==> src/p2rj_pkg.sv <==
// Package for the pose2 point range Jacobian block.
// Shared types, step counts and saturation helpers. No dependencies.
package p2rj_pkg;

  localparam int TRIG_FRAC_BITS = 14;
  localparam int SQRT_STEPS     = 32;
  localparam int DIV_STEPS      = 16;

  typedef struct packed {
    logic signed [31:0] lx;
    logic signed [31:0] ly;
    logic signed [15:0] c;
    logic signed [15:0] s;
    logic               zero;
  } side_t;

  typedef struct packed {
    logic [47:0] rem;
    logic [15:0] q;
  } lane_t;

  function automatic logic signed [31:0] sat32(input logic signed [48:0] v);
    logic signed [31:0] r;
    if (v > 49'sd2147483647) r = 32'sh7fffffff;
    else if (v < -49'sd2147483648) r = 32'sh80000000;
    else r = v[31:0];
    return r;
  endfunction

  function automatic logic signed [15:0] sat16(input logic signed [33:0] v);
    logic signed [15:0] r;
    if (v > 34'sd32767) r = 16'sh7fff;
    else if (v < -34'sd32768) r = 16'sh8000;
    else r = v[15:0];
    return r;
  endfunction

endpackage

==> src/p2rj_sqrt_stage.sv <==
// One digit step of the pipelined integer square root (two radicand bits per beat).
// Depends on p2rj_pkg.
module p2rj_sqrt_stage (
  input  logic               clk,
  input  logic               rst_n,
  input  logic               en,
  input  logic               v_i,
  input  logic [63:0]        x_i,
  input  logic [35:0]        rem_i,
  input  logic [31:0]        root_i,
  input  p2rj_pkg::side_t    side_i,
  output logic               v_o,
  output logic [63:0]        x_o,
  output logic [35:0]        rem_o,
  output logic [31:0]        root_o,
  output p2rj_pkg::side_t    side_o
);

  logic [35:0] rem_sh;
  logic [35:0] trial;
  logic        take;
  logic        v_r;
  logic [63:0] x_r;
  logic [35:0] rem_r;
  logic [31:0] root_r;
  p2rj_pkg::side_t side_r;

  assign rem_sh = {rem_i[33:0], x_i[63:62]};
  assign trial  = {2'b00, root_i, 2'b01};
  assign take   = (rem_sh >= trial);

  always_ff @(posedge clk) begin
    if (!rst_n) begin
      v_r <= 1'b0;
    end else if (en) begin
      v_r <= v_i;
    end
  end

  always_ff @(posedge clk) begin
    if (en) begin
      x_r    <= {x_i[61:0], 2'b00};
      rem_r  <= take ? (rem_sh - trial) : rem_sh;
      root_r <= {root_i[30:0], take};
      side_r <= side_i;
    end
  end

  assign v_o    = v_r;
  assign x_o    = x_r;
  assign rem_o  = rem_r;
  assign root_o = root_r;
  assign side_o = side_r;

endmodule

==> config.mk <==
export PLATFORM = sky130hd
export DESIGN_NAME = p2rj_sqrt_stage
export DESIGN_NICKNAME = d
export VERILOG_FILES = /design/src/p2rj_pkg.sv /design/src/p2rj_sqrt_stage.sv
export SDC_FILE = /design/constraint.sdc
export NUM_CORES = 1
export LEC_CHECK = 0
export BUFFER_PORTS_ARGS = -buffer_cell sky130_fd_sc_hd__buf_2
export CAP_MARGIN = 20
export CORE_AREA = 2 2 180 182
export CTS_CLUSTER_SIZE = 24
export DETAILED_ROUTE_END_ITERATION = 6
export DIE_AREA = 0 0 182 184
export PLACE_DENSITY = 0.61
export SYNTH_ARGS = -nofsm -noshare
export SYNTH_HDL_FRONTEND = slang
export SYNTH_SLANG_ARGS = --single-unit
==> constraint.sdc <==
create_clock -name clk -period 2.9 [get_ports clk]
set_clock_uncertainty 0.05 [all_clocks]
set_input_delay 0.145 -clock clk [delete_from_list [all_inputs] [get_ports clk]]
set_output_delay 0.145 -clock clk [all_outputs]
set_load 0.005 [all_outputs]
* Word level (Yosys, flattened, before mapping) *
Index checks and enable logic that the tools add are counted.

storage, ports and cells
  flip-flop bits (word level) = 228
  output and inout bits = 230
  word-level logic and storage cells = 12

operators by class
  add/sub/neg operators = 1
  order comparisons = 1
  mux-type cells = 1

operators by type and width
  operator                                          count
  36-bit by 34-bit >= comparator with 1-bit output  1
  36-bit two-way mux                                1
  36-bit by 34-bit subtractor with 36-bit output    1

* Logic depth before layout (Yosys ltp) *
  depth after elaboration = 2
  gate-level depth with buffers = 12
  gate-level depth less buffers = 10

* Worst setup path before layout *
No wires, ideal clock.

  kind = in2reg
  from = input root_i[10]
  to = register rem_r[35] (netlist: rem_o[35]) (data pin)
  arrival time = 2.145 ns
  data required time = 2.590 ns
  setup slack = 0.445 ns
  stages on the path = 9
  path buffers = 0
  cells stage by stage = inv_1 -> ha_1 -> a21oi_1 -> o21ai_0 -> a2111oi_4 -> nand4_2 -> a311oi_2 -> o21ai_1 -> mux2_4

between the ends
  cells in the longest elaborated chain, start to end = 2
  elaborated cells between the ends (all ways) = 3
  those cells by class = add/sub: 1; order compare: 1; mux: 1

RTL lines
  element                                                                                                             RTL line                                      source
  start, declared                                                                                                     p2rj_sqrt_stage.sv:10                         input logic [31:0] root_i,
  36-bit by 34-bit subtractor with 36-bit output or 36-bit by 34-bit >= comparator with 1-bit output (tied branches)  p2rj_sqrt_stage.sv:43, p2rj_sqrt_stage.sv:30
  36-bit two-way mux (*)                                                                                              p2rj_sqrt_stage.sv:43                         rem_r <= take ? (rem_sh - trial) : rem_sh;
  end signal, assigned                                                                                                p2rj_sqrt_stage.sv:43
  end, declared                                                                                                       p2rj_sqrt_stage.sv:24                         logic [35:0] rem_r;

Every way passes the cells marked *; elsewhere a longest branch is shown, timed or not.
A chain may end at the register's enable or synchronous reset.

* Worst setup path in the final report *
  from = input root_i[12]
  to = register rem_r[34] (netlist: rem_o[34]) (data pin)

The elaborated chain is that of the path after synthesis.

==> impl_metrics.json <==
{
  "status": "finished clean",
  "power_frac_clock_pct": 38.1,
  "combPwrFrac_pct": 17.2,
  "avgSynthCellArea_um2": 15.12,
  "syn_area_um2": 9422,
  "num_vias": 7968,
  "antenna_found_initial": 3,
  "cts_buffer_depth": 3,
  "dieHeight_um": 184,
  "yosysWarningCount": 0,
  "p_int_mw": 6.883,
  "worstHoldStart": "en",
  "cts_buffers": 26,
  "startpoint": "root_i[12]",
  "grt_pass1_wl_mm": 46.93,
  "p_seq_share_pct": 44.7,
  "synth_top_family_by_area": "compound AO/OA/AOI/OAI gates",
  "clock-sinks": 228,
  "synthCells": 623,
  "finalCriticalPeriod_ns": 2.791,
  "powerDensity_nw_per_um2": 583.5,
  "crit_fanout": 5,
  "via_per_inst": 4.509,
  "synth-simple-area-share_pct": 6.600,
  "htree_num_levels": 1,
  "max_slew_margin_pct": 52.23,
  "seq_area_frac_synth_pct": 72.56,
  "portBuffers": 458,
  "gr-usage-all-layers_pct": 18.29,
  "cts_setup_buffers": 0,
  "ant_nets": 0,
  "setup_viol": 0,
  "power.leakage_nw": 6.737,
  "r2r_start": "v_o",
  "synth.mux.area_fraction_pct": 1.461,
  "synth_edf_count": 227,
  "tritoncts": "done",
  "place_ws_ns": 0.08819,
  "critPathKind": "input pin to register",
  "yosys_most_used_dff": "edfxtp_1",
  "fmax_ghz": 0.3583,
  "setup_ws_ns": 0.1093,
  "max_slew.worst_pin.slew_ns": 0.7166,
  "rsz0062_at_grt": "no",
  "async_flop_share_pct": 0,
  "end_kind": "register",
  "dr.pass1.iters": 4,
  "drtIter0Drc": 349,
  "drt_wl_total_mm": 32.54,
  "clk_latency_ns": 0.52,
  "synth_compound_area_share_pct": 8.884,
  "hp-class": "input pin to register",
  "grt_pass1_vias": 8188,
  "setup_tns_ns": 0,
  "core-area_um2": 31390,
  "netlist-cell-type-count": 65,
  "synth_seq_cells": 228,
  "mostFrequentLayoutCells": "buf_2 (457), dlygate4sd3_1 (228), edfxtp_1 (227)",
  "nets": 1610,
  "cts_root_buffer": "clkbuf_16",
  "cts.clk_slew.worst_paths_ns": 0.06,
  "start_kind": "input pin",
  "cp.required_ns": 3.12,
  "grt_overflow": 0,
  "hpwl_mm": 22.59,
  "drc": 0,
  "ioPinCount": 463,
  "grt_max_degree": 91,
  "rows": 65,
  "maxSlewViolCount": 0,
  "switching_share_pct": 24.39,
  "switching_power_mw": 2.221,
  "die-area_um2": 33490,
  "start_util_pct": 30.01,
  "arrival_ns": 3.01,
  "dp_cells": 1489,
  "drv_cap": 0,
  "drive_gt1_share_pct": 40.87,
  "syn_to_final_growth_pct": 65.60,
  "hold_viol": 0,
  "ir_drop_v": 0.0005019,
  "final_cells": 1767,
  "synthAdderAreaFrac_pct": 4.515,
  "gp_congestion": 0.8422,
  "synthXorXnorAreaFrac_pct": 3.068,
  "wl_per_cell_um": 18.41,
  "die_x_um": 182,
  "finalCritPeriodShare_pct": 96.23,
  "mostFrequentLayoutCell": "buf_2"
}
-- critical path, stage by stage --
cell and delay, ns:
dlygate4sd3_1 0.52, buf_2 0.10, inv_1 0.04, ha_1 0.34
nand2_1 0.13, or4_1 0.55, a211o_1 0.28, nand3_2 0.15
a21oi_2 0.11, o32a_1 0.29, and3_1 0.17, xor2_1 0.16
-- routing by layer --
| metal | GRT usage (%) | up-vias | routed length, um |
|---|---|---|---|
| met1 | 20.16 | 3808 | 12100 |
| li1 | - | 3786 | - |
| met5 | 0 | - | 13 |
| met3 | 4.992 | 65 | 2611 |
| met2 | 33.77 | 307 | 16720 |
| met4 | 6.516 | 2 | 1095 |
-- through the flow --
stage               cell area, um^2  power (mW)  hold slack [ns]  util [%]
CTS                           15560       9.157           0.1111     49.57
finish                        15600       9.104          0.09737     49.70
floorplan                      9425       4.674           0.1939         -
detailed placement            12370       5.424           0.2731     39.41
global placement              12370       5.404           0.2722     39.41
global route                  15600       9.497           0.1141     49.70
-- flip-flops by register name, summed over array words and instances (netlist names) --
signal and cells:
rem_o 36, root_o 32, side_o 97, v_o 1
x_o 62
-- cell usage after synthesis, types with 5 or more instances --
cell        n  area share (%)
o21ai_0    22             1.2
xnor2_1    16             1.5
mux2_1      9             1.1
edfxtp_1  227              72
nor3_1      7            0.37
ha_1       34             4.5
o21bai_1    5            0.40
inv_1      36             1.4
a21o_1      9            0.72
nor2b_1     7            0.46
nand2_1    29             1.2
buf_4       7            0.56
nor2_1     37             1.5
clkbuf_1    6            0.24
nand3_1     8            0.42
nand4_1     8            0.53
xor2_1     17             1.6
a21oi_1    60             3.2
buf_2      10            0.53
o21a_1      5            0.40
-- cells by family after synthesis --
logic type | count (synthesis)
DFF | 228
adders and majority gates | 34
other | 1
AOI/OAI and AO/OA | 131
muxes | 12
buffers and inverters | 61
and+or+nand+nor | 123
xor gates and xnor gates | 33
-- path summary, 6_finish.rpt --
path | endpoint | slack (ns) | depth (start not counted)
setup / recovery | rem_o[34] | 0.11 | 12
hold / removal | x_o[63] | 0.1 | 1
hold reg to reg | v_o | 1.01 | 3
setup reg to reg | v_o | 1.71 | 3
-- layout make-up --
type | count | area [um^2]
multi-input combinational | 335 | 2354
tap | 402 | 503.0
fill | 2687 | 15790
inverter | 36 | 135.1
sequential | 228 | 6837
clock buffer | 31 | 700.7
clock inverter | 17 | 209.0
timing repair buffer | 716 | 4860
antenna | 2 | 5.005
-- what timing repair did --
item                       in CTS  in global routing
hold endpoints to repair      227                  0
hold buffers                  228                  0
setup endpoints to repair       0                 15
gates resized for setup         0                 10
-- power by group through the flow --
stage | logic, mW | clock network [mW] | registers [mW]
floorplan | 0.491 | 0 | 4.18
global placement | 1.28 | 0 | 4.12
detailed placement | 1.30 | 0 | 4.13
CTS | 1.56 | 3.54 | 4.06
global route | 1.70 | 3.70 | 4.09
finish | 1.57 | 3.47 | 4.07
Power figures use the tool's default switching activity.
