===== config.mk =====
export PLATFORM = sky130hd
export DESIGN_NAME = p2rj_div_stage
export DESIGN_NICKNAME = d
export VERILOG_FILES = /design/src/p2rj_pkg.sv /design/src/p2rj_div_stage.sv
export SDC_FILE = /design/constraint.sdc
export NUM_CORES = 1
export LEC_CHECK = 0
export BUFFER_PORTS_ARGS = -buffer_cell sky130_fd_sc_hd__buf_4
export CAP_MARGIN = 10
export CORE_AREA = 5 5 233 235
export DETAILED_ROUTE_END_ITERATION = 6
export DIE_AREA = 0 0 238 240
export SYNTH_ARGS = -nofsm -noshare
export SYNTH_HDL_FRONTEND = slang
export SYNTH_SLANG_ARGS = --single-unit

===== constraint.sdc =====
create_clock -name clk -period 5.16 [get_ports clk]
set_clock_uncertainty 0.2 [all_clocks]
set_input_delay 1.032 -clock clk [delete_from_list [all_inputs] [get_ports clk]]
set_output_delay 1.032 -clock clk [all_outputs]
set_load 0.01 [all_outputs]

===== src/p2rj_pkg.sv =====
// Package for the pose2 point range Jacobian block.
// Shared types, step counts and saturation helpers. No dependencies.
package p2rj_pkg;

  localparam int TRIG_FRAC_BITS = 14;
  localparam int SQRT_STEPS     = 32;
  localparam int DIV_STEPS      = 16;

  typedef struct packed {
    logic signed [31:0] lx;
    logic signed [31:0] ly;
    logic signed [15:0] c;
    logic signed [15:0] s;
    logic               zero;
  } side_t;

  typedef struct packed {
    logic [47:0] rem;
    logic [15:0] q;
  } lane_t;

  function automatic logic signed [31:0] sat32(input logic signed [48:0] v);
    logic signed [31:0] r;
    if (v > 49'sd2147483647) r = 32'sh7fffffff;
    else if (v < -49'sd2147483648) r = 32'sh80000000;
    else r = v[31:0];
    return r;
  endfunction

  function automatic logic signed [15:0] sat16(input logic signed [33:0] v);
    logic signed [15:0] r;
    if (v > 34'sd32767) r = 16'sh7fff;
    else if (v < -34'sd32768) r = 16'sh8000;
    else r = v[15:0];
    return r;
  endfunction

endpackage


===== src/p2rj_div_stage.sv =====
// One restoring step of the two-lane pipelined divider (one quotient bit per beat).
// Depends on p2rj_pkg.
module p2rj_div_stage (
  input  logic               clk,
  input  logic               rst_n,
  input  logic               en,
  input  logic               v_i,
  input  logic [47:0]        d_i,
  input  p2rj_pkg::lane_t    lx_i,
  input  p2rj_pkg::lane_t    ly_i,
  input  logic [31:0]        dist_i,
  input  p2rj_pkg::side_t    side_i,
  output logic               v_o,
  output logic [47:0]        d_o,
  output p2rj_pkg::lane_t    lx_o,
  output p2rj_pkg::lane_t    ly_o,
  output logic [31:0]        dist_o,
  output p2rj_pkg::side_t    side_o
);

  logic [48:0] dfx, dfy;
  logic        v_r;
  logic [47:0] d_r;
  p2rj_pkg::lane_t lx_r, ly_r;
  logic [31:0] dist_r;
  p2rj_pkg::side_t side_r;

  assign dfx = {1'b0, lx_i.rem} - {1'b0, d_i};
  assign dfy = {1'b0, ly_i.rem} - {1'b0, d_i};

  always_ff @(posedge clk) begin
    if (!rst_n) begin
      v_r <= 1'b0;
    end else if (en) begin
      v_r <= v_i;
    end
  end

  always_ff @(posedge clk) begin
    if (en) begin
      d_r       <= {1'b0, d_i[47:1]};
      lx_r.rem  <= dfx[48] ? lx_i.rem : dfx[47:0];
      lx_r.q    <= {lx_i.q[14:0], ~dfx[48]};
      ly_r.rem  <= dfy[48] ? ly_i.rem : dfy[47:0];
      ly_r.q    <= {ly_i.q[14:0], ~dfy[48]};
      dist_r    <= dist_i;
      side_r    <= side_i;
    end
  end

  assign v_o    = v_r;
  assign d_o    = d_r;
  assign lx_o   = lx_r;
  assign ly_o   = ly_r;
  assign dist_o = dist_r;
  assign side_o = side_r;

endmodule


# Word level (Yosys, flattened, before mapping)
# Cells that the tools add are included.
[word_totals]
in_bits = 309
reg_bits = 305
word_cells = 18
out_inout_bits = 306
[classes]
addsub = 2
n_bitwise = 2
n_mux = 2
[ops]
columns = ["op", "n"]
rows = [
  ["48-bit by 48-bit subtractor with 49-bit output", 2],
  ["48-bit 2-to-1 mux", 2],
  ["1-bit NOT", 2],
]

# Logic depth before layout (Yosys ltp)
# Gate-level depths: netlist of the first run.
[depth]
depth_word = 2
mapped_depth = 14
depth_no_buf = 12

# Worst setup path before layout of the first run
# OpenSTA, ideal clock, no wires.
[synth_timing]
path_type = "input to register"
startpoint = "input port lx_i[16] (netlist bit)"
endpoint = "register lx_r (netlist bit lx_o[58]), data pin"
arrival_ns = 3.498
path_buffers = 2
cell_stages = 14
setup_slack_ns = 1.202
setup_ns = 0.260
cell_sequence = "inv_1 ha_1 fa_1 nand2b_1 a21oi_1 o21ai_1 o31ai_4 o311ai_2 o21ai_2 o2bb2ai_2 a21oi_4 buf_6 buf_8 mux2_4"
[synth_via]
elab_chain_cells = 2
[synth_lines]
columns = ["element", "line_no", "source"]
rows = [
  ["start, declared", "p2rj_div_stage.sv:9", "input p2rj_pkg::lane_t lx_i,"],
  ["48-bit by 48-bit subtractor with 49-bit output", "p2rj_div_stage.sv:28", "assign dfx = {1'b0, lx_i.rem} - {1'b0, d_i};"],
  ["48-bit 2-to-1 mux", "p2rj_div_stage.sv:42", "lx_r.rem <= dfx[48] ? lx_i.rem : dfx[47:0];"],
  ["end, declared", "p2rj_div_stage.sv:24", "p2rj_pkg::lane_t lx_r, ly_r;"],
]
# Every way passes these cells.
# A chain may end at the register's enable or synchronous reset.

# Final worst setup path of the first run
[layout_timing]
startpoint = "input port d_i[0]"
endpoint = "register lx_r (netlist bit lx_o[59]), data pin"
[layout_via]
elab_chain_cells = 2
[layout_lines]
columns = ["element", "line_no", "source"]
rows = [
  ["start, declared", "p2rj_div_stage.sv:8", "input logic [47:0] d_i,"],
  ["48-bit by 48-bit subtractor with 49-bit output", "p2rj_div_stage.sv:28", ""],
  ["48-bit 2-to-1 mux", "p2rj_div_stage.sv:42", ""],
]
# Every way passes these cells.

==> flow_summary.yaml, run 1 <==
flow_run:
  max_cap_violations: 0
clock_network:
  clock_tree_root_buffer_cell: "clkbuf_16"
  clock_latency_ps: 540
  cts.hold.buffers_added: 0
  cts_resized: 0
  cts_inserted_buffers: 38
  cts_sinks: 305
  worst_setup_hold_path_clk_slew_ps: 60
  tritoncts: "built"
  maximum_root_to_sink_buffer_count: 3
  cts_htree_levels: 2
  postCtsSetupBuffers: 0
logic_synthesis:
  synth_compound_area_share_pct: 15.2
  synth-adder-area-share_pct: 7.64
  synthesis.instances: 1366
  yosysSeqAreaShare_pct: 56.3
  netlist_area_sq_mm: 0.0162
  syn_avg_cell_area_sq_um: 11.9
  synthXorXnorAreaFrac_pct: 4.31
  net_count_after_synthesis: 1773
  yosysWarningCount: 0
  synth.lib_cells_used.distinct: 82
  ys_ff_latch: 305
  count_of_flip_flops_with_a_built_in_enable_after_synthesis: 304
  synth_top_family_by_area: "compound AO/OA/AOI/OAI gates"
  synth.mux.area_fraction_pct: 3.74
  async_set_reset_flop_share_out_of_synthesis_pct: 0
  synth-simple-area-share_pct: 9.20
  synth_flop_cell: "edfxtp_1"
timing:
  timing.final.ws_setup_ps: 705
  rsz0062_at_grt: "no"
  timing.fmax_mhz: 224
  final_min_period_over_clock_period_pct: 86.3
  finalHoldViolCount: 0
  setup_total_negative_slack_ps: 0
  setup-violations-final: 0
  max_slew_margin_pct: 36.3
  final.min_clock_period_ps: 4450
  timing.final.max_slew_violations: 0
  timing_worst_slew_pin_value_ps: 955
critical_path:
  cp-start-kind: "input pin"
  crit_fanout: 16
  arrival_ps: 4550
  worstPathRequired_ps: 5250
  path_class: "input pin to register"
  crit_path_capture_type: "register"
die:
  die_w_um: 238
  core_area_sq_mm: 0.0520
  initial_core_util_pct: 31.2
  io-pin-count: 615
  die_height_um: 240
  die-area_sq_mm: 0.0571
  row_count: 84
routing:
  number_of_detailed_route_iterations_in_the_first_pass: 5
  ant_nets: 0
  dr_total_vias: 13556
  wl_per_cell_um: 23.7
  remaining_design_rule_violation_count: 0
  drtIter0Drc: 779
  totalWireLength_um: 63900
  vias_per_cell: 5.02
grt:
  grt_max_degree: 120
  grtUsageTotal_pct: 21.0
  grt_pass1_wl_um: 90000
  grt_pass1_vias: 13495
  gr-total-overflow: 0
  grt_antenna_before_repair: 5
final_layout:
  count_of_non_filler_cells_in_the_finished_layout: 2700
  diodes: 0
  total_nets_final: 2393
  layout-drive-gt1-share_pct: 37.5
  utilization_pct: 44.1
  syn_to_final_growth_pct: 41.2
  fillCellCount: 4881
pwr:
  total_power_w: 0.00762
  max-vdd-ir-drop_mv: 0.196
  power_density_mw_per_mm2: 332
  total_leakage_power_nw: 9.85
placed_design:
  gp_congestion: 0.888
  placement.io_buffers: 611
  hpwlAfterDp_um: 52100
  dp_slack_ps: 166
  numPlacedInstances: 2634
status:
  outcome: "finished, final reports clean"
min_path:
  worst_hold_path_type: "register to register"
## cells by family (layout without fill, tap and decap cells)
group	after synthesis	after routing
muxes	53	53
xor gates and xnor gates	80	80
adders and majority gates	98	98
AOI/OAI and AO/OA	380	380
other	1	1
and+or+nand+nor	313	313
DFF	305	305
buffers and inverters	136	782
## through the flow
step	hold slack [ps]	instance area, sq um
finish	332	22900
floorplan	338	16200
CTS	336	22900
global route	373	22900
detailed placement	328	21700
global placement	299	21700
## worst max-delay path, cell delays in order
cell	delay, ps
buf_4	120
ha_1	230
fa_1	410
nand2b_1	190
a21oi_1	460
o21ai_1	260
o31ai_4	420
o311ai_2	180
o21ai_2	270
o2bb2ai_2	180
a21oi_4	230
buf_4	240
mux2_4	310
## placed cells by master, fill, tap and decap left out, drive strengths merged, types with 5 or more instances in the layout
cell / n
o31ai: 8
buf: 635
xnor2: 44
mux2i: 7
clkbuf: 45
and4: 5
a31oi: 12
nor3: 13
mux2: 46
xor2: 36
clkinv: 13
o21bai: 11
and3: 7
o21ai: 114
a2111oi: 5
nor2b: 10
o21a: 12
nand2b: 13
and2: 5
or3: 5
edfxtp: 304
ha: 96
nand4: 26
o211ai: 8
a21o: 40
a41oi: 7
nand2: 127
inv: 81
a211oi: 6
nand3: 27
a21oi: 106
a21boi: 13
nor2: 59
## state kept, by name, indices dropped and copies added (netlist names)
register / flops
d_o: 47
dist_o: 32
lx_o: 64
ly_o: 64
side_o: 97
v_o: 1
## per-layer routing
| metal | up-vias | track usage, % | share of wire, % |
|---|---|---|---|
| met2 | 490 | 35.6 | 48 |
| li1 | 6361 | - | - |
| met3 | 86 | 5.44 | 7.2 |
| met5 | - | 0 | 0.070 |
| met4 | 8 | 5.08 | 2.3 |
| met1 | 6611 | 27.1 | 42 |
## where the power goes
| part | internal, W | total [W] | switching [W] |
|---|---|---|---|
| registers | 0.00303 | 0.00310 | 0.0000768 |
| clock network | 0.00158 | 0.00266 | 0.00108 |
| logic | 0.000857 | 0.00186 | 0.00100 |
| total | 0.00547 | 0.00762 | 0.00216 |
## synth_stat cells, types with 17 or more instances
library cell	count	share of area [%]
a21oi_1	104	3.2
buf_2	17	0.52
o21ai_0	105	3.2
clkbuf_1	26	0.60
nand2_1	127	2.9
nand4_1	24	0.92
mux2_2	40	2.8
xnor2_1	44	2.4
ha_1	96	7.4
nand3_1	27	0.83
xor2_1	36	1.9
nor2_1	59	1.4
edfxtp_1	304	56
a21o_1	40	1.8
inv_1	80	1.8
## final timing paths
kind | depth (start not counted) | to | startpoint | slack, ps
min | 2 | v_o | v_o | 330
max | 13 | lx_o[59] | d_i[0] | 710
min reg2reg | 2 | v_o | v_o | 330
max reg2reg | 2 | v_o | v_o | 4370
## final cells by class
type / instances / area [sq um] / area share (%)
clock inverter: 21 / 231 / 1.01
timing repair buffer: 635 / 4870 / 21.3
sequential: 305 / 9150 / 39.9
inverter: 81 / 304 / 1.33
clock buffer: 45 / 998 / 4.35
tap: 688 / 861 / 3.75
multi-input combinational: 925 / 6510 / 28.4
No activity file was read; power rests on OpenSTA's default activity.
==> run 2: changes to the inputs <==
--- a/config.mk
+++ b/config.mk
@@ -8,6 +8,7 @@
 export BUFFER_PORTS_ARGS = -buffer_cell sky130_fd_sc_hd__buf_4
 export CAP_MARGIN = 10
 export CORE_AREA = 5 5 233 235
+export CTS_BUF_LIST = sky130_fd_sc_hd__clkbuf_8
 export DETAILED_ROUTE_END_ITERATION = 6
 export DIE_AREA = 0 0 238 240
 export SYNTH_ARGS = -nofsm -noshare
==> run 2 against run 1 <==
Compared with the run above: first-iteration DRC count increased by 18%; routed wire length rose by 0.20%; register-to-register slack barely moved; sequential cell count stayed put; die area unchanged; count of clock-buffer cells in the layout is 12 higher; setup slack better by 69 ps; final cell count rose by 1.3%; largest power group unchanged; largest cell class unchanged; sequential power barely moved; critical endpoint is now lx_o[22]; combinational power barely moved.
==> flow_summary.yaml, run 2 (synthesized netlist as in run 1, its figures left out) <==
routing:
  vias_per_cell: 5.01
  dr_total_vias: 13695
  ant_nets: 0
  drtIter0Drc: 916
  remaining_design_rule_violation_count: 0
  number_of_detailed_route_iterations_in_the_first_pass: 5
  totalWireLength_um: 64000
  wl_per_cell_um: 23.4
status:
  outcome: "finished, final reports clean"
final_layout:
  syn_to_final_growth_pct: 40.5
  total_nets_final: 2410
  utilization_pct: 43.9
  layout.cells.most_common: "buf_4"
  largest_reg_flops: 97
  fillCellCount: 4921
  multi_input_area_sq_mm: 0.00651
  layout-drive-gt1-share_pct: 38.2
  sequential_area_sq_mm: 0.00915
  count_of_non_filler_cells_in_the_finished_layout: 2736
  layout_common_cells: "626 x buf_4, 304 x edfxtp_1, 127 x nand2_1"
timing:
  final.min_clock_period_ps: 4390
  rsz0062_at_grt: "no"
  timing.fmax_mhz: 228
  setup_total_negative_slack_ps: 0
  final_min_period_over_clock_period_pct: 85.0
  setup-violations-final: 0
  timing.final.max_slew_violations: 0
  max_slew_margin_pct: 36.0
  timing_worst_slew_pin_value_ps: 961
  finalHoldViolCount: 0
placed_design:
  placement.io_buffers: 611
  numPlacedInstances: 2634
  gp_congestion: 0.888
  hpwlAfterDp_um: 52100
pwr:
  power_density_mw_per_mm2: 322
  power.share.switching_pct: 29.6
  power.internal_w: 0.00517
  max-vdd-ir-drop_mv: 0.204
  total_power_w: 0.00734
  total_switching_power_w: 0.00218
  power.share.sequential_pct: 42.2
  power.combinational.fraction_pct: 25.3
  total_leakage_power_nw: 9.89
  clkPwrFrac_pct: 32.5
clock_network:
  clock_tree_root_buffer_cell: "clkbuf_8"
  cts_resized: 0
  worst_setup_hold_path_clk_slew_ps: 60
  cts_inserted_buffers: 55
  cts_htree_levels: 2
  postCtsSetupBuffers: 0
  cts.hold.buffers_added: 0
  cts_sinks: 305
  maximum_root_to_sink_buffer_count: 3
  clock_latency_ps: 640
  tritoncts: "built"
critical_path:
  path_class: "input pin to register"
  cp-start-kind: "input pin"
  worst_path_max_delay_cell: "a21oi_1"
  arrival_ps: 4560
  worstPathRequired_ps: 5330
  ff2ff_setup_slack_ps: 4370
  crit_fanout: 21
  critical-path-max-stage-delay_ps: 470
  timing.critical_path.buf_inv: 2
  path_delay_family: "compound AO/OA/AOI/OAI gates"
  timing.critical_path.cells: "buf_4 -> ha_1 -> fa_1 -> nand2b_1 -> a21oi_1 -> o21ai_1 -> o31ai_4 -> o311ai_2 -> o21ai_2 -> o2bb2ai_2 -> a21oi_4 -> buf_12 -> mux2_2"
  crit_path_capture_type: "register"
die:
  die_height_um: 240
  die-area_sq_mm: 0.0571
  core_area_sq_mm: 0.0520
  row_count: 84
  die_w_um: 238
  io-pin-count: 615
  initial_core_util_pct: 31.2
grt:
  grt_pass1_wl_um: 90400
  grt_antenna_before_repair: 5
  grt_pass1_vias: 13601
  gr-total-overflow: 0
  grtUsageTotal_pct: 21.0
  grt_max_degree: 120
flow_run:
  max_cap_violations: 0
min_path:
  worst_hold_path_type: "register to register"
-- run 2: changes by cell type in the layout (fill, tap and decap cells not counted), sizes merged --
cell	delta
clkbuf	+12
inv	+12
clkinv	+11
clkinvlp	-2
diode	+2
bufinv	+1
-- run 2: power groups by stage --
stage	Combinational [W]	Sequential, W	Clock [W]
after global routing	0.00201	0.00312	0.00259
after floorplan	0.000777	0.00327	0
after detailed placement	0.00186	0.00315	0
after CTS	0.00187	0.00310	0.00247
final	0.00186	0.00310	0.00239
after global placement	0.00185	0.00315	0
-- run 2: final cells by class --
type	instances	share of cell area (%)
clock buffers	57	3.44
diodes	2	0.0219
repair buffers	635	21.4
clock inverters	43	1.49
inverters	81	1.33
multi-input cells	925	28.5
well taps	688	3.77
flip-flops and latches	305	40.1
-- run 2: layer usage --
layer | part of all wire, % | GRT usage [%] | up-vias
li1 | - | - | 6413
met1 | 42 | 27.0 | 6670
met2 | 48 | 35.7 | 513
met3 | 7.2 | 5.43 | 93
met4 | 2.5 | 5.46 | 6
met5 | 0.058 | 0 | -
-- run 2: metrics by stage --
stage	setup slack, ps	area, sq um	hold WS, ps
floorplan	1200	16200	338
finish	774	22800	333
detailed placement	166	21700	328
global placement	177	21700	299
global route	658	22800	304
CTS	857	22800	295
-- run 2: worst paths after layout --
path / from / endpoint / cells after the start
setup / recovery: d_i[0] / lx_o[22] / 13
setup reg to reg: v_o / v_o / 2
hold reg to reg: v_o / v_o / 2
hold / removal: v_o / v_o / 2
-- run 2: worst reg2reg max path: stages (launching register included) --
cell and delay, ps:
dfxtp_1 310, mux2i_1 120, nor2b_1 60
